--- config.mk ---
export PLATFORM = sky130hd
export DESIGN_NAME = d2md_front
export DESIGN_NICKNAME = d
export VERILOG_FILES = /design/src/hw/rtl/d2md_pkg.sv /design/src/hw/rtl/d2md_front.sv
export SDC_FILE = /design/constraint.sdc
export NUM_CORES = 2
export LEC_CHECK = 0
export BUFFER_PORTS_ARGS = -buffer_cell sky130_fd_sc_hd__buf_2
export CORE_ASPECT_RATIO = 0.8
export CORE_MARGIN = 2
export CORE_UTILIZATION = 50
export DETAILED_ROUTE_END_ITERATION = 7
export PLACE_DENSITY = 0.69
export RECOVER_POWER = 50
export SYNTH_ARGS = -nofsm -noshare
export SYNTH_HDL_FRONTEND = slang
export SYNTH_SLANG_ARGS = --single-unit
--- constraint.sdc ---
create_clock -name clk_i -period 11 [get_ports clk_i]
set_clock_uncertainty 0.15 [all_clocks]
set_input_delay 0 -clock clk_i [delete_from_list [all_inputs] [get_ports clk_i]]
set_output_delay 0 -clock clk_i [all_outputs]
set_load 0.02 [all_outputs]
--- src/hw/rtl/d2md_pkg.sv ---
// Shared types and constants for the disparity-to-depth pipeline.
// No dependencies; imported by every module of the block.
package d2md_pkg;

  // Widths of the external fields
  localparam int unsigned DataW   = 32;
  localparam int unsigned RayW    = 24;
  localparam int unsigned CfgIdxW = 3;

  // Quotient bits resolved by the divider chain (depth is 31 bits plus sign)
  localparam int unsigned QBits   = 31;
  // Numerator: depth_scale shifted up 16 plus half the gap
  localparam int unsigned NumW    = DataW + 16 + 1;
  // Slope times ray weight
  localparam int unsigned ProdW   = 31 + RayW;

  localparam logic [DataW-1:0] DepthMax = 32'h7FFF_FFFF;

  // Configuration register indexes
  localparam logic [CfgIdxW-1:0] RegFloorSlope = 3'd0;
  localparam logic [CfgIdxW-1:0] RegFloorShift = 3'd1;
  localparam logic [CfgIdxW-1:0] RegFloorTol   = 3'd2;
  localparam logic [CfgIdxW-1:0] RegDepthScale = 3'd3;
  localparam logic [CfgIdxW-1:0] RegMinGap     = 3'd4;
  localparam logic [CfgIdxW-1:0] RegInvDepth   = 3'd5;

  // Configuration values seen by the front end
  typedef struct packed {
    logic [30:0]      floor_slope;
    logic [DataW-1:0] floor_shift;
    logic [30:0]      floor_tolerance;
    logic [DataW-1:0] depth_scale;
    logic [30:0]      min_gap;
  } cfg_t;

  // Item state handed from cell to cell
  typedef struct packed {
    logic             vld;   // stage holds an item
    logic             ok;    // pixel passed all tests
    logic             sat;   // quotient clamps
    logic [DataW-1:0] gap;   // divisor
    logic [DataW-1:0] rem;   // partial remainder
    logic [QBits-1:0] lo;    // numerator bits not yet shifted in
    logic [QBits-1:0] quo;   // quotient bits so far
  } cell_t;

endpackage

--- src/hw/rtl/d2md_front.sv ---
// Front end: gap, floor-line product, pixel tests and numerator setup.
// Two register stages; depends on d2md_pkg.
module d2md_front
  import d2md_pkg::*;
(
  input  logic             clk_i,
  input  logic             rst_ni,
  input  cfg_t             cfg_i,
  input  logic             adv_i,
  input  logic             in_valid_i,
  output logic             in_ready_o,
  input  logic [DataW-1:0] disparity_i,
  input  logic             disparity_finite_i,
  input  logic [RayW-1:0]  floor_ray_i,
  output cell_t            cell_o
);

  // Stage A registers
  logic             a_vld_q, a_vld_d;
  logic             a_fin_q;
  logic             a_raynz_q;
  logic [32:0]      a_gap_q, a_gap_d;
  logic [33:0]      a_t_q, a_t_d;
  logic [ProdW-1:0] a_prod_q;

  // Stage B register
  cell_t b_q, b_d;

  logic             a_load;
  logic             beyond;
  logic             gap_pos;
  logic [NumW-1:0]  num;
  logic [ProdW-1:0] t_scaled;

  // Stage A loads when empty or when it moves on
  assign a_load     = adv_i || !a_vld_q;
  assign in_ready_o = a_load;

  // Form gap and gap plus tolerance at full width
  always_comb begin
    a_gap_d = {disparity_i[DataW-1], disparity_i}
            - {cfg_i.floor_shift[DataW-1], cfg_i.floor_shift};
    a_t_d   = {a_gap_d[32], a_gap_d} + {3'b000, cfg_i.floor_tolerance};
    a_vld_d = a_load ? in_valid_i : a_vld_q;
  end

  always_ff @(posedge clk_i or negedge rst_ni) begin
    if (!rst_ni) begin
      a_vld_q <= 1'b0;
    end else begin
      a_vld_q <= a_vld_d;
    end
  end

  always_ff @(posedge clk_i) begin
    if (a_load) begin
      a_fin_q   <= disparity_finite_i;
      a_raynz_q <= (floor_ray_i != '0);
      a_gap_q   <= a_gap_d;
      a_t_q     <= a_t_d;
      a_prod_q  <= cfg_i.floor_slope * floor_ray_i;
    end
  end

  // Floor test: below the line when the ray is nonzero and (gap + tol) * 2^16 < slope * ray
  always_comb begin
    t_scaled = {6'b0, a_t_q[32:0], 16'b0};
    beyond   = a_raynz_q && (a_t_q[33] || (t_scaled < a_prod_q));
    gap_pos  = !a_gap_q[32] && (a_gap_q[31:0] != '0);
    num      = {1'b0, cfg_i.depth_scale, 16'b0} + {18'b0, a_gap_q[31:1]};

    b_d     = b_q;
    b_d.vld = a_vld_q;
    b_d.ok  = a_fin_q && gap_pos && !beyond
           && (a_gap_q[31:0] >= {1'b0, cfg_i.min_gap});
    b_d.gap = a_gap_q[31:0];
    // Quotient reaches 2^31 when the top numerator bits reach the divisor
    b_d.sat = ({14'b0, num[NumW-1:QBits]} >= a_gap_q[31:0]);
    b_d.rem = {14'b0, num[NumW-1:QBits]};
    b_d.lo  = num[QBits-1:0];
    b_d.quo = '0;
  end

  // Advance stage B with the rest of the pipeline
  always_ff @(posedge clk_i or negedge rst_ni) begin
    if (!rst_ni) begin
      b_q <= '0;
    end else if (adv_i) begin
      b_q <= b_d;
    end
  end

  assign cell_o = b_q;

endmodule

# After elaboration in Yosys (flattened, before gate mapping)
# Cells that the tools add are included.
[totals]
reg_bits = 209
inputBits = 218
wordCells = 31
[op_classes]
add_sub_neg = 3
n_mul = 1
order_cmp = 3
n_reduce_logical = 12
[op_table]
columns = ["operator", "n"]
rows = [
  ["$lt A49 B55 Y1", 1],
  ["$mul A31 B24 Y55", 1],
  ["$add A48 B31 Y49", 1],
  ["$add A33 B32 Y34", 1],
  ["$sub A32 B32 Y33", 1],
  ["$ge A18 B32 Y1", 1],
  ["$ge A32 B31 Y1", 1],
  ["$reduce_bool A32 Y1", 1],
  ["$reduce_bool A24 Y1", 1],
  ["$logic_and A1 B1 Y1", 5],
  ["$logic_not A1 Y1", 3],
  ["$logic_or A1 B1 Y1", 2],
]

# Depth between registers and ports, before layout
[depth]
depth_word = 6
ltp_mapped = 27

# Worst setup path before layout
# Ideal clock, no wire load.
[synth_timing]
path_kind = "input-to-reg"
from = "input cfg_i[134] in the netlist's numbering"
to = "register a_prod_q[54] (data pin)"
arrival_time_ns = 6.101
required_ns = 10.591
path_slack_ns = 4.490
path_stages = 23
path_cell_list = "clkbuf_1 nand2_1 fa_1 inv_1 fa_1 fa_1 fa_1 fa_1 fa_1 inv_1 fa_1 inv_1 ha_1 clkbuf_1 a21oi_1 o21ai_0 nand2_1 a21oi_1 a21oi_2 o31ai_2 nor4b_4 o21ai_1 xnor2_1"
[synth_via]
elab_chain_len = 1
[synth_lines]
columns = ["item", "line", "rtl"]
rows = [
  ["start: declaration", "d2md_front.sv:8", "input cfg_t cfg_i,"],
  ["$mul A31 B24 Y55", "d2md_front.sv:61", "a_prod_q <= cfg_i.floor_slope * floor_ray_i;"],
  ["end signal: assignment", "d2md_front.sv:61", ""],
  ["end: declaration", "d2md_front.sv:24", "logic [ProdW-1:0] a_prod_q;"],
]
# No other way between the ends.
# A chain may end at the register's enable or synchronous reset.

# Final worst setup path
[layout_timing]
from = "input floor_ray_i[0]"
to = "register a_prod_q[54] (data pin)"
[layout_via]
elab_chain_len = 1
[layout_lines]
columns = ["item", "line", "rtl"]
rows = [
  ["start: declaration", "d2md_front.sv:14", "input logic [RayW-1:0] floor_ray_i,"],
  ["$mul A31 B24 Y55", "d2md_front.sv:61", ""],
]
# No other way between the ends.

==> flow_metrics.env <==
export IMPL_synth_edff_count=124
export IMPL_asyncSetResetFlopFracSynth_pct=35.8
export IMPL_status="finished with violations"
export IMPL_grt_pass1_wl_mm=154
export IMPL_finalCriticalPeriod_ps=7510
export IMPL_clk_transition_reported_paths_ps=70
export IMPL_total_count_of_max_transition_violations_in_the_final_report=230
export IMPL_final_net_count=5433
export IMPL_ff2ff_path_depth=19
export IMPL_core_rowCount=89
export IMPL_die_height_um=248
export IMPL_port_buffers=302
export IMPL_cts_tree="yes"
export IMPL_cells_on_worst_hold_path=4
export IMPL_initial_utilization_pct=50.4
export IMPL_fmax_ghz=0.133
export IMPL_layout_area_overhead_vs_synth_pct=9.08
export IMPL_cts_buffer_depth=2
export IMPL_drtIter0Drc=1901
export IMPL_grt_max_degree=70
export IMPL_cpMostUsedCell="fa_1"
export IMPL_synth_warning_count=0
export IMPL_dpl_hpwl_mm=74.9
export IMPL_worstPathCellList="clkbuf_1 -> and2_1 -> fa_1 -> fa_1 -> inv_1 -> fa_1 -> fa_1 -> inv_1 -> fa_1 -> fa_1 -> inv_1 -> fa_1 -> inv_1 -> ha_1 -> nand2_1 -> o21ai_0 -> nand2_1 -> a21oi_1 -> a21oi_2 -> o31ai_2 -> nor4b_4 -> o21ai_1 -> xnor2_1"
export IMPL_cts_resized=0
export IMPL_ff2ff_setup_slack_ps=5980
export IMPL_first_global_vias=28800
export IMPL_h_tree_depth=4
export IMPL_max_transition_margin_pct=-157
export IMPL_cp_top_delay_family="adder cells"
export IMPL_worst_setup_path_end_kind="flip-flop"
export IMPL_critical_path_slowest_cell="clkbuf_1"
export IMPL_layout_commonest_cell="inv_1"
export IMPL_number_of_maximum_capacitance_constraint_violations=4
export IMPL_die_area_mm2=0.0766
export IMPL_cts_buffers=17
export IMPL_wl_per_cell_um=18.1
export IMPL_startpoint_class_of_the_critical_path="primary input"
export IMPL_crit_path_max_fanout=32
export IMPL_timing_hold_worst_start="cfg_i[96]"
export IMPL_cts_hold_buffers=106
export IMPL_worst_skew_pair_latency_ps=460
export IMPL_via_per_inst=5.33
export IMPL_mostFrequentLayoutCells="inv_1 (838), fa_1 (639), nand2_1 (430)"
export IMPL_core_area_mm2=0.0737
export IMPL_critPathKind="primary input to flip-flop"
export IMPL_cts_sinks=193
export IMPL_drt_antenna_violating_nets=0
export IMPL_final_hold_violation_count=0
export IMPL_setup_violations=0
export IMPL_io_count=348
export IMPL_violations_in_the_final_reports="max-capacitance violations, max-slew violations"
export IMPL_cts_post_setup_buffers_inserted=0
export IMPL_via_count=28100
export IMPL_grtUsageTotal_pct=25.8
export IMPL_grt_overflow_total=0
export IMPL_seq_area_frac_synth_pct=14.7
export IMPL_route_final_wire_length_mm=95.5
export IMPL_dr_pass1_iters=7
export IMPL_synth_ff_latch_count=193
export IMPL_yosys_most_used_dff="edfxtp_1"
export IMPL_grt_antenna_before_repair=13
export IMPL_final_setup_tns_ps=0
export IMPL_synth_distinct_cells=80
export IMPL_r2r_start="a_gap_q[17]"
export IMPL_grt_setup_unrepaired="false"
export IMPL_die_width_um=309
export IMPL_critical_path_required_ps=11060
export IMPL_worst_pin_slew_ps=3850
export IMPL_holdPathEnd="a_gap_q[2]"
export IMPL_post_synth_instance_area_mm2=0.0372
export IMPL_root_buffer="clkbuf_16"
export IMPL_post_route_period_util_pct=68.3
export IMPL_gate_count_after_technology_mapping=3987
export IMPL_layout_filler_cells=6763
export IMPL_synth_avg_cell_area_um2=9.33
export IMPL_critical_path_reg2reg_endpoint="cell_o[126]"
export IMPL_drcViolationCount=0
export IMPL_globalplace_congestion=0.918
export IMPL_max_stage_delay_ps=1080
export IMPL_fraction_of_final_layout_cells_with_drive_strength_greater_than_1_pct=7.72
export IMPL_classification_of_the_worst_slack_hold_path="primary input to flip-flop"
export IMPL_arrival_ps=7570
export IMPL_path_buf_inv=5
[registers in the layout (all words and copies together), names as in the netlist]
signal     cells
a_t_q         34
a_raynz_q      1
a_prod_q      55
a_fin_q        1
a_vld_q        1
cell_o        68
a_gap_q       33
[cell families after synthesis]
logic type      count (synthesis)  share of synthesized area, %
xor+xnor                      132                          3.11
compound gates                448                          7.97
other cells                     1                        0.0101
mux                            59                          1.80
fa+ha+maj                     980                          45.9
flops                         193                          14.7
simple gates                 1110                          15.2
buf+inv                      1064                          11.4
[routing by layer]
| metal | track usage (%) | routed length [µm] | up-vias |
|---|---|---|---|
| met4 | 10.5 | 3480 | 0 |
| met3 | 3.19 | 5300 | 186 |
| met1 | 34.8 | 40400 | 14200 |
| met2 | 42.6 | 46300 | 932 |
| met5 | 0 | 0 | - |
| li1 | - | - | 12800 |
[worst max-delay path by stage]
stage | from | end | slack [ps] | cells after the start
3_3_place_gp | floor_ray_i[15] | a_prod_q[54] | 3560 | 22
4_1_cts | floor_ray_i[15] | a_prod_q[54] | 4030 | 22
3_5_place_dp | floor_ray_i[15] | a_prod_q[54] | 3540 | 22
2_1_floorplan | cfg_i[134] | a_prod_q[54] | 4490 | 23
6_report | floor_ray_i[0] | a_prod_q[54] | 3490 | 23
5_1_grt | floor_ray_i[0] | a_prod_q[54] | 3110 | 23
[worst register-to-register path: stages, from the launching register on]
cell and delay, ps:
edfxtp_1 540, ha_1 280, inv_1 70, fa_1 250, nor2b_4 60, o31a_1 270
o31a_1 300, o41a_1 420, o211ai_2 380, a21boi_0 200, xor2_1 330, ha_1 300
a21o_1 150, a21o_1 170, a21o_1 170, a21oi_1 140, nor2b_1 60, o2111ai_1 280
o2111ai_1 180, a22o_1 220
[cells in the mapped netlist, types with 28 or more instances]
cell type	n	area, µm²
fa_1	639	12800
ha_1	341	4270
a21o_1	75	563
dfrtp_1	69	1730
xnor2_1	94	823
nand3_1	28	140
o21ai_0	69	345
nand2_1	430	1610
nor2_1	90	338
clkbuf_1	156	586
nand4_1	41	257
xor2_1	38	333
and2_1	401	2510
mux2_2	56	631
a21oi_1	145	726
inv_1	838	3150
edfxtp_1	124	3720
buf_4	61	458
[layout make-up]
| cell class | count | area, µm² | area share (%) |
|---|---|---|---|
| Multi-Input combinational cell | 2774 | 27700 | 68.2 |
| Clock inverter | 14 | 106 | 0.262 |
| Tap cell | 1001 | 1250 | 3.09 |
| Timing Repair Buffer | 411 | 2480 | 6.11 |
| Inverter | 838 | 3150 | 7.76 |
| Antenna cell | 13 | 32.5 | 0.0802 |
| Clock buffer | 18 | 429 | 1.06 |
| Sequential cell | 193 | 5450 | 13.4 |
[per-stage QoR]
stage	setup WS [ps]	utilization, %	hold WS [ps]	cell area [µm²]	instances
after global routing	3110	55.0	45.3	40600	5262
after floorplan	4490	-	-446	37300	4031
after global placement	3560	53.0	29.1	39100	5111
after detailed placement	3540	53.0	28.6	39100	5111
after CTS	4030	55.1	6.86	40700	5249
final	3490	55.0	28.4	40600	5262
Power is left out: the tool's default activity adds up to more than one toggle a clock period on the data nets, which glitch-free logic cannot reach.
