--- config.mk ---
export PLATFORM = sky130hd
export DESIGN_NAME = d2md_div_cell
export DESIGN_NICKNAME = d
export VERILOG_FILES = /design/src/hw/rtl/d2md_pkg.sv /design/src/hw/rtl/d2md_div_cell.sv
export SDC_FILE = /design/constraint.sdc
export NUM_CORES = 1
export LEC_CHECK = 0
export ABC_AREA = 1
export ABC_CLOCK_PERIOD_IN_PS = 1050
export BUFFER_PORTS_ARGS = -buffer_cell sky130_fd_sc_hd__buf_2
export CORE_AREA = 5 5 129 131
export CTS_CLUSTER_SIZE = 25
export DETAILED_ROUTE_END_ITERATION = 8
export DIE_AREA = 0 0 134 136
export PLACE_DENSITY_LB_ADDON = 0.05
export RECOVER_POWER = 50
export SYNTH_ARGS = -nofsm -noshare
export SYNTH_HDL_FRONTEND = slang
export SYNTH_SLANG_ARGS = --single-unit
--- constraint.sdc ---
create_clock -name clk_i -period 1.05 [get_ports clk_i]
set_clock_uncertainty 0.15 [all_clocks]
set_input_delay 0.315 -clock clk_i [delete_from_list [all_inputs] [get_ports clk_i]]
set_output_delay 0.315 -clock clk_i [all_outputs]
set_load 0.005 [all_outputs]
--- src/hw/rtl/d2md_pkg.sv ---
// Shared types and constants for the disparity-to-depth pipeline.
// No dependencies; imported by every module of the block.
package d2md_pkg;

  // Widths of the external fields
  localparam int unsigned DataW   = 32;
  localparam int unsigned RayW    = 24;
  localparam int unsigned CfgIdxW = 3;

  // Quotient bits resolved by the divider chain (depth is 31 bits plus sign)
  localparam int unsigned QBits   = 31;
  // Numerator: depth_scale shifted up 16 plus half the gap
  localparam int unsigned NumW    = DataW + 16 + 1;
  // Slope times ray weight
  localparam int unsigned ProdW   = 31 + RayW;

  localparam logic [DataW-1:0] DepthMax = 32'h7FFF_FFFF;

  // Configuration register indexes
  localparam logic [CfgIdxW-1:0] RegFloorSlope = 3'd0;
  localparam logic [CfgIdxW-1:0] RegFloorShift = 3'd1;
  localparam logic [CfgIdxW-1:0] RegFloorTol   = 3'd2;
  localparam logic [CfgIdxW-1:0] RegDepthScale = 3'd3;
  localparam logic [CfgIdxW-1:0] RegMinGap     = 3'd4;
  localparam logic [CfgIdxW-1:0] RegInvDepth   = 3'd5;

  // Configuration values seen by the front end
  typedef struct packed {
    logic [30:0]      floor_slope;
    logic [DataW-1:0] floor_shift;
    logic [30:0]      floor_tolerance;
    logic [DataW-1:0] depth_scale;
    logic [30:0]      min_gap;
  } cfg_t;

  // Item state handed from cell to cell
  typedef struct packed {
    logic             vld;   // stage holds an item
    logic             ok;    // pixel passed all tests
    logic             sat;   // quotient clamps
    logic [DataW-1:0] gap;   // divisor
    logic [DataW-1:0] rem;   // partial remainder
    logic [QBits-1:0] lo;    // numerator bits not yet shifted in
    logic [QBits-1:0] quo;   // quotient bits so far
  } cell_t;

endpackage

--- src/hw/rtl/d2md_div_cell.sv ---
// One restoring-division cell: resolves one quotient bit per item.
// Depends on d2md_pkg for the cell_t hand-off type.
module d2md_div_cell
  import d2md_pkg::*;
(
  input  logic  clk_i,
  input  logic  rst_ni,
  input  logic  adv_i,
  input  cell_t cell_i,
  output cell_t cell_o
);

  cell_t      cell_q, cell_d;
  logic [32:0] trial;
  logic [32:0] diff;
  logic        take;

  // Shift in the next numerator bit, subtract the divisor where it fits
  always_comb begin
    trial  = {cell_i.rem, cell_i.lo[QBits-1]};
    diff   = trial - {1'b0, cell_i.gap};
    take   = (trial >= {1'b0, cell_i.gap});
    cell_d = cell_i;
    cell_d.rem = take ? diff[31:0] : trial[31:0];
    cell_d.lo  = {cell_i.lo[QBits-2:0], 1'b0};
    cell_d.quo = {cell_i.quo[QBits-2:0], take};
  end

  // Hand the item to the next cell when the pipeline advances
  always_ff @(posedge clk_i or negedge rst_ni) begin
    if (!rst_ni) begin
      cell_q <= '0;
    end else if (adv_i) begin
      cell_q <= cell_d;
    end
  end

  assign cell_o = cell_q;

endmodule

==> Word level (Yosys, flattened, before mapping) <==
Cells that the tools add are included.
{ "totals": {"word_cells": 10, "inputBits": 132, "ff_bits": 128, "output_inout_bits": 129} }
{ "op_classes": {"n_addsub": 1, "order_cmp": 1, "muxes": 1} }
{ "ops": {"columns": ["op", "n"], "rows": [
  ["$ge 33x32->1", 1],
  ["$mux 32", 1],
  ["$sub 32x32->32", 1]
]} }

==> Logic depth before layout (Yosys ltp) <==
Gate-level depths: netlist of the first run.
{ "logic_depth": {"ltp_word": 2, "depth_mapped": 16, "ltp_nobuf": 16} }

==> Least setup slack after synthesis of the first run <==
Ideal clock, no wire load.
{ "synth_path": {"path_kind": "input-to-reg", "from": "input port cell_i[116] (netlist bit)", "to": "register cell_q, in the netlist cell_o[72]", "setup_time_ns": 0.117, "path_buffers": 1, "t_required_ns": 0.783, "stages": 13, "setup_slack_ns": -0.976, "t_arrival_ns": 1.759, "cell_sequence": "inv_1 > ha_1 > nand2_1 > inv_2 > nand2_2 > inv_2 > a21oi_1 > nor2_2 > nor2_8 > buf_4 > nand3b_1 > nand3_1 > nand2_1"} }
{ "synth_between": {"elab_chain_len": 2} }
{ "synth_rtl": {"columns": ["element", "line", "text"], "rows": [
  ["start: declaration", "d2md_div_cell.sv:9", "input cell_t cell_i,"],
  ["$ge 33x32->1", "d2md_div_cell.sv:22", "take = (trial >= {1'b0, cell_i.gap});"],
  ["$mux 32", "d2md_div_cell.sv:24", "cell_d.rem = take ? diff[31:0] : trial[31:0];"],
  ["end signal: assignment", "d2md_div_cell.sv:34", "cell_q <= cell_d;"],
  ["end: declaration", "d2md_div_cell.sv:13", "cell_t cell_q, cell_d;"]
]} }
No other way between the ends.
A chain may end at the register's enable or synchronous reset.

==> Worst setup path in the final report of the first run <==
{ "layout_path": {"from": "input port cell_i[119] (netlist bit)", "to": "register cell_q, in the netlist cell_o[74]"} }
The elaborated chain is that of the path after synthesis.

==> run_results.csv, run 1 <==
group,metric,value,unit
status,status,"finished with violations",
status,violations,"setup timing",
worst_setup_path,crit_end,"cell_o[74]",
synth,yosysSeqAreaShare,40.9,%
clock_tree,clockBufferDepth,2,
clock_tree,cts_root_buf,"clkbuf_16",
synth,synth-edff-count,0,
detailed_routing,via_per_inst,5.34,
worst_setup_path,start_kind,"input port",
floorplanning,initial_core_util,50.6,%
run,drv_cap,0,
finish,fin_nets,1844,
worst_setup_path,crit_chain,"buf_2, inv_2, ha_4, nand2_2, nor2_2, nand2_2, nor2_4, nand2_8, nand2_8, clkbuf_16, nand2_2, nand3_2, nand2_1",
sta,period_needed,1.80,ns
sta,fin_ws,-0.755,ns
synth,synthCells,1159,
power_and_ir_drop,powerDensity,1320,nW/um^2
synth,yosysMostFrequentCell,"nand2_1",
worst_setup_path,crit_fanout,7,
worst_setup_path,crit_start,"cell_i[119]",
clock_tree,htreeDepth,4,
global_route,grt_usage,30.7,%
global_route,gr-total-overflow,0,
sta,finalHoldViolCount,0,
synth,synth_xor_area_share,1.56,%
finish,areaGrowthSynthToFinish,76.6,%
finish,diodes,0,
global_route,grt_pass1_wl,44900,microns
finish,drive_gt1_share,46.5,%
clock_tree,cts_buffers,17,
worst_setup_path,crit_type,"in2reg",
synth,synth_seq_cells,128,
sta,rsz0062_at_grt,"yes",
synth,yosysTopAreaCell,"dfrtp_1",
detailed_routing,drt-total-wl,34500,microns
global_route,antenna_found_initial,1,
floorplanning,die_area,18200,sq um
synth,syn_area_per_cell,6.76,sq um
power_and_ir_drop,seqPwrFrac,31.8,%
worst_setup_path,cpPeakStageDelay,0.29,ns
power_and_ir_drop,sw_frac_of_total,33.9,%
floorplanning,die-height,136,microns
floorplanning,fp.dieW,134,microns
sta,final_max_slew_viol_count,0,
clock_tree,cts_tree,"done",
floorplanning,placement_rows,46,
detailed_routing,drt.antenna.violating_nets,0,
sta,tightest_slew,0.548,ns
power_and_ir_drop,p_switching,6.19,mW
placed_design,gp_congestion,0.976,
power_and_ir_drop,peakVddDrop,1.11,mV
worst_setup_path,rrSetupSlack,-0.05,ns
synth,synthMuxAreaShare,0,%
worst_setup_path,cp_slowest_cell,"ha_4",
synth,synthAdderAreaFrac,5.37,%
worst_setup_path,timing.rr.end,"cell_o[123]",
worst_setup_path,crit_required,1.22,ns
synth,async_reset_ff_share,100,%
synth,synth_top_family_by_area,"simple AND/OR/NAND/NOR gates",
clock_tree,clock_latency,0.42,ns
detailed_routing,wire_per_inst,18.3,microns
detailed_routing,drtIter0Drc,953,
power_and_ir_drop,p_int,12.1,mW
finish,largest_reg_flops,128,
placed_design,dp_hpwl,19800,microns
sta,finalSetupViolCount,281,
synth,syn_nets,1324,
placed_design,dpl.cell_count,1698,
synth,synth_top_area_share,40.9,%
floorplanning,core_area,15500,sq um
synth,netlist_area,7840,sq um
global_route,grt_pass1_vias,9268,
synth,synthTopCellsByArea,"dfrtp_1 (41%), nand2_1 (27%), inv_1 (7.7%)",
synth,synth_cell_types,32,
synth,ys_top_cells_by_count,"nand2_1 (573), inv_1 (160), dfrtp_1 (128)",
detailed_routing,vias,10100,
floorplanning,pin_count,261,
clock_tree,cts.sinks,128,
sta,timing.hold.ws,0.00618,ns
power_and_ir_drop,power,18.3,mW
worst_setup_path,end_kind,"register",
synth,synth_warnings,0,
synth,synth-simple-area-share,38.3,%
worst_setup_path,worstPathArrival,1.97,ns
placed_design,portBuffers,258,
synth,synth_ff_type,"dfrtp_1",
placed_design,pre_cts_ws,-1.22,ns
power_and_ir_drop,p_leak,7.68,nW
sta,period_share,172,%
sta,max-slew-margin-rel,63.5,%
detailed_routing,drc,0,
worst_setup_path,r2r_start,"cell_o[123]",
power_and_ir_drop,p_clk_share,34.2,%
finish,finalNonFillerCells,1884,
min_path,hold_class,"in2reg",
clock_tree,clk_pin_slew,0.07,ns
detailed_routing,drt_pass1_iterations,5,
sta,max_freq,0.554,GHz
finish,fin_util,89.4,%
synth,synth_compound_area_share,3.66,%
global_route,grt_start_max_net_pins,44,
power_and_ir_drop,share_comb_of_total_power,34.0,%
worst_setup_path,r2r_cells,3,
worst_setup_path,crit_path_frequent_cell,"nand2_2",
==> logic make-up (layout without fill, tap and decap cells) <==
| group | after synthesis | after routing |
|---|---|---|
| simple gates | 727 | 728 |
| buf+inv | 201 | 733 |
| flops | 128 | 128 |
| compound gates | 55 | 55 |
| fa+ha+maj | 33 | 33 |
| xor+xnor | 14 | 14 |
| other cells | 1 | 1 |
==> per-layer routing <==
metal  vias up  GRT usage [%]  wire (microns)
li1       4562              -               -
met1      4710           35.0           12400
met2       643           55.8           17600
met3       152           5.96            2760
met4         2           14.2            1690
met5         -              0              12
==> stage by stage <==
stage	instance area (sq um)	TNS [ns]
5_1_grt	13800	-96.40
6_report	13800	-77.22
3_5_place_dp	10900	-49.18
4_1_cts	12700	-65.41
3_3_place_gp	10900	-47.59
2_1_floorplan	8530	-44.17
==> layout make-up <==
type | count | area, sq um
Clock buffer | 17 | 425
Clock inverter | 15 | 178
Tap cell | 192 | 240
Sequential cell | 128 | 3200
Timing Repair Buffer | 536 | 3970
Multi-Input combinational cell | 831 | 5140
Inverter | 165 | 679
Fill cell | 700 | 1650
==> power groups by stage <==
stage,clock network (mW),logic (mW),registers (mW)
floorplan,0,2.29,5.90
global route,6.45,6.68,5.85
global placement,0,4.38,5.82
CTS,6.18,5.05,5.76
detailed placement,0,4.46,5.83
finish,6.24,6.22,5.81
==> worst max-delay path, delay by kind of cell <==
kind,cells,cell delay (ns)
buf+inv,3,0.32
simple gates,9,1.03
fa+ha+maj,1,0.29
==> layout by cell type, fill, tap and decap left out, drive strengths merged <==
cell type,instances
nand2,582
buf,460
inv,171
dfrtp,128
nand3,64
dlygate4sd3,62
nor2,43
o21ai,33
ha,32
clkbuf,31
nand3b,25
a21oi,19
xnor2,13
nand4,8
clkinv,5
nor3,3
o21a,2
and2,2
clkinvlp,2
bufinv,2
nor4,1
o21bai,1
xor2,1
fa,1
conb,1
==> repair_timing <==
| action | in CTS | in global routing |
|---|---|---|
| pin swaps | 18 | 95 |
| buffers inserted | 17 | 70 |
| gates cloned | 0 | 5 |
| hold buffers | 62 | 0 |
| endpoints found under the setup margin | 161 | 161 |
| endpoints found under the hold margin | 189 | 0 |
| resized for setup | 128 | 145 |
==> how the worst min path moves through the flow <==
stage | startpoint | end | slack [ns] | cells after the start
2_1_floorplan | rst_ni | cell_o[0] | -0.13 | 0
3_3_place_gp | rst_ni | cell_o[95] | 0.02 | 1
3_5_place_dp | rst_ni | cell_o[95] | 0.02 | 1
4_1_cts | cell_i[37] | cell_o[38] | 0.001 | 3
5_1_grt | cell_i[105] | cell_o[105] | 0.02 | 3
6_report | cell_i[105] | cell_o[105] | 0.006 | 3
No activity file was read; power rests on OpenSTA's default activity.
==> run 2, diff against run 1 <==
--- a/config.mk
+++ b/config.mk
@@ -6,7 +6,7 @@
 export NUM_CORES = 1
 export LEC_CHECK = 0
 export ABC_AREA = 1
-export ABC_CLOCK_PERIOD_IN_PS = 1050
+export ABC_CLOCK_PERIOD_IN_PS = 1800
 export BUFFER_PORTS_ARGS = -buffer_cell sky130_fd_sc_hd__buf_2
 export CORE_AREA = 5 5 129 131
 export CTS_CLUSTER_SIZE = 25
==> constraint.sdc (replaced) <==
create_clock -name clk_i -period 1.8 [get_ports clk_i]
set_clock_uncertainty 0.15 [all_clocks]
set_input_delay 0.54 -clock clk_i [delete_from_list [all_inputs] [get_ports clk_i]]
set_output_delay 0.54 -clock clk_i [all_outputs]
set_load 0.005 [all_outputs]
==> run_results.csv, run 2 (synthesized netlist as in run 1, its figures left out) <==
group,metric,value,unit
global_route,gr-total-overflow,0,
sta,finalHoldViolCount,0,
sta,max_freq,0.489,GHz
global_route,antenna_found_initial,0,
finish,finalNonFillerCells,1760,
power_and_ir_drop,share_comb_of_total_power,30.8,%
status,violations,"setup timing",
clock_tree,cts.sinks,128,
detailed_routing,drt_pass1_iterations,5,
power_and_ir_drop,powerDensity,800,nW/um^2
worst_setup_path,worstPathArrival,2.21,ns
clock_tree,cts_buffers,17,
global_route,grt_use_met1,34.4,%
floorplanning,initial_core_util,50.6,%
detailed_routing,drt-total-wl,27500,microns
detailed_routing,via_per_inst,5.05,
worst_setup_path,cpPeakStageDelay,0.27,ns
power_and_ir_drop,peakVddDrop,0.629,mV
finish,diodes,0,
min_path,whs_path_depth,3,
floorplanning,die-height,136,microns
status,status,"finished with violations",
placed_design,dpl.cell_count,1693,
global_route,use_met3,5.81,%
global_route,grt_pass1_vias,8525,
worst_setup_path,cp_slowest_cell,"ha_4",
detailed_routing,vias,8895,
power_and_ir_drop,p_leak,7.05,nW
worst_setup_path,start_kind,"input port",
sta,max-slew-margin-rel,34.5,%
worst_setup_path,end_kind,"register",
power_and_ir_drop,p_clk_share,35.8,%
sta,tightest_slew,0.982,ns
clock_tree,cts_root_buf,"clkbuf_16",
placed_design,portBuffers,258,
sta,finalSetupViolCount,33,
floorplanning,fp.dieW,134,microns
clock_tree,htreeDepth,4,
min_path,hold_start,"cell_i[128]",
power_and_ir_drop,sw_frac_of_total,31.8,%
finish,areaGrowthSynthToFinish,60.5,%
finish,fin_nets,1720,
clock_tree,clk_pin_slew,0.06,ns
floorplanning,core_area,15500,sq um
worst_setup_path,r2r_start,"cell_o[99]",
global_route,met2_usage,49.2,%
sta,fin_ws,-0.246,ns
worst_setup_path,crit_chain,"buf_2, inv_1, ha_4, nand2_2, nor2_1, nand3_1, nand3_2, nand2_2, nand2_4, nand2_8, nand2_8, clkbuf_16, nand2_4, nand3_2, nand2_1",
global_route,grt_start_max_net_pins,51,
worst_setup_path,timing.rr.end,"cell_o[99]",
global_route,gr-max-usage-layer,"met2",
sta,rsz0062_at_grt,"yes",
clock_tree,clock_latency,0.42,ns
worst_setup_path,crit_type,"in2reg",
floorplanning,pin_count,261,
finish,layout_common_cells,"nand2_1 (474), buf_2 (227), buf_4 (133)",
floorplanning,die_area,18200,sq um
worst_setup_path,rrSetupSlack,0.89,ns
detailed_routing,drt.antenna.violating_nets,0,
detailed_routing,wire_per_inst,15.6,microns
sta,period_needed,2.05,ns
run,drv_cap,0,
global_route,grt_usage,28.4,%
sta,final_max_slew_viol_count,0,
worst_setup_path,crit_fanout,6,
placed_design,pre_cts_ws,-0.710,ns
floorplanning,placement_rows,46,
worst_setup_path,r2r_cells,2,
sta,period_share,114,%
global_route,grt_pass1_wl,41400,microns
min_path,hold_class,"in2reg",
finish,final_common_cell,"nand2_1",
placed_design,dp_hpwl,19300,microns
detailed_routing,drtIter0Drc,550,
placed_design,gp_congestion,0.967,
clock_tree,clockBufferDepth,2,
detailed_routing,drc,0,
finish,drive_gt1_share,44.0,%
power_and_ir_drop,p_switching,3.20,mW
worst_setup_path,crit_required,1.96,ns
clock_tree,cts_tree,"done",
finish,fillCellCount,1024,
finish,largest_reg_flops,128,
power_and_ir_drop,seqPwrFrac,33.5,%
power_and_ir_drop,p_int,6.86,mW
min_path,hold_end,"cell_o[128]",
==> run 2: how the worst max path moves through the flow <==
stage | endpoint | startpoint | depth (start not counted)
2_1_floorplan | cell_o[75] | cell_i[100] | 16
3_3_place_gp | cell_o[73] | cell_i[100] | 15
3_5_place_dp | cell_o[73] | cell_i[100] | 15
4_1_cts | cell_o[81] | cell_i[112] | 14
5_1_grt | cell_o[67] | cell_i[95] | 15
6_report | cell_o[67] | cell_i[95] | 15
==> run 2: layout make-up <==
class                      count  area (sq um)  share of cell area, %
clock buffer                  18           429                   3.41
multi-input combinational    831          5010                   39.9
sequential                   128          3200                   25.5
inverter                     165           669                   5.32
timing repair buffer         412          2840                   22.6
tap                          192           240                   1.91
clock inverter                14           180                   1.43
==> run 2: metal layers <==
layer  part of all wire, %  up-vias
li1                      -     4325
met1                    40     4099
met2                    49      383
met3                   7.0       88
met4                   4.1        0
met5                     0        -
==> run 2: stage by stage <==
step                      util, %  instance area (sq um)  setup TNS, ns  hold WS [ns]  total power [mW]
final                        81.2                  12600          -5.68         0.159              10.1
after global routing         81.2                  12600         -12.92         0.160              10.6
after CTS                    77.4                  12000          -3.21         0.152              9.83
after detailed placement     70.0                  10800         -22.33         0.303              5.99
after global placement       70.0                  10800         -21.07         0.299              5.95
after floorplan                 -                   8450          -9.05        0.0944              4.76
==> run 2: power by group through the flow <==
stage	combinational (mW)	clock, mW	sequential, mW
finish	3.10	3.60	3.37
global route	3.39	3.80	3.41
CTS	2.81	3.65	3.36
detailed placement	2.58	0	3.41
global placement	2.54	0	3.40
floorplan	1.32	0	3.44
==> run 2: worst max-delay path, delay by kind of cell <==
family	cells	cell delay [ns]
adder cells (fa/ha/maj)	1	0.27
buffers and inverters	3	0.36
AND/OR/NAND/NOR	11	1.02
==> run 2: timing repair <==
| action | 4_1_cts | 5_1_grt |
|---|---|---|
| hold buffers | 1 | 0 |
| hold endpoints to repair | 30 | 0 |
| pin swaps | 15 | 38 |
| gates resized for setup | 114 | 128 |
| cloned | 0 | 4 |
| buffers inserted | 18 | 12 |
| endpoints found under the setup margin | 33 | 33 |
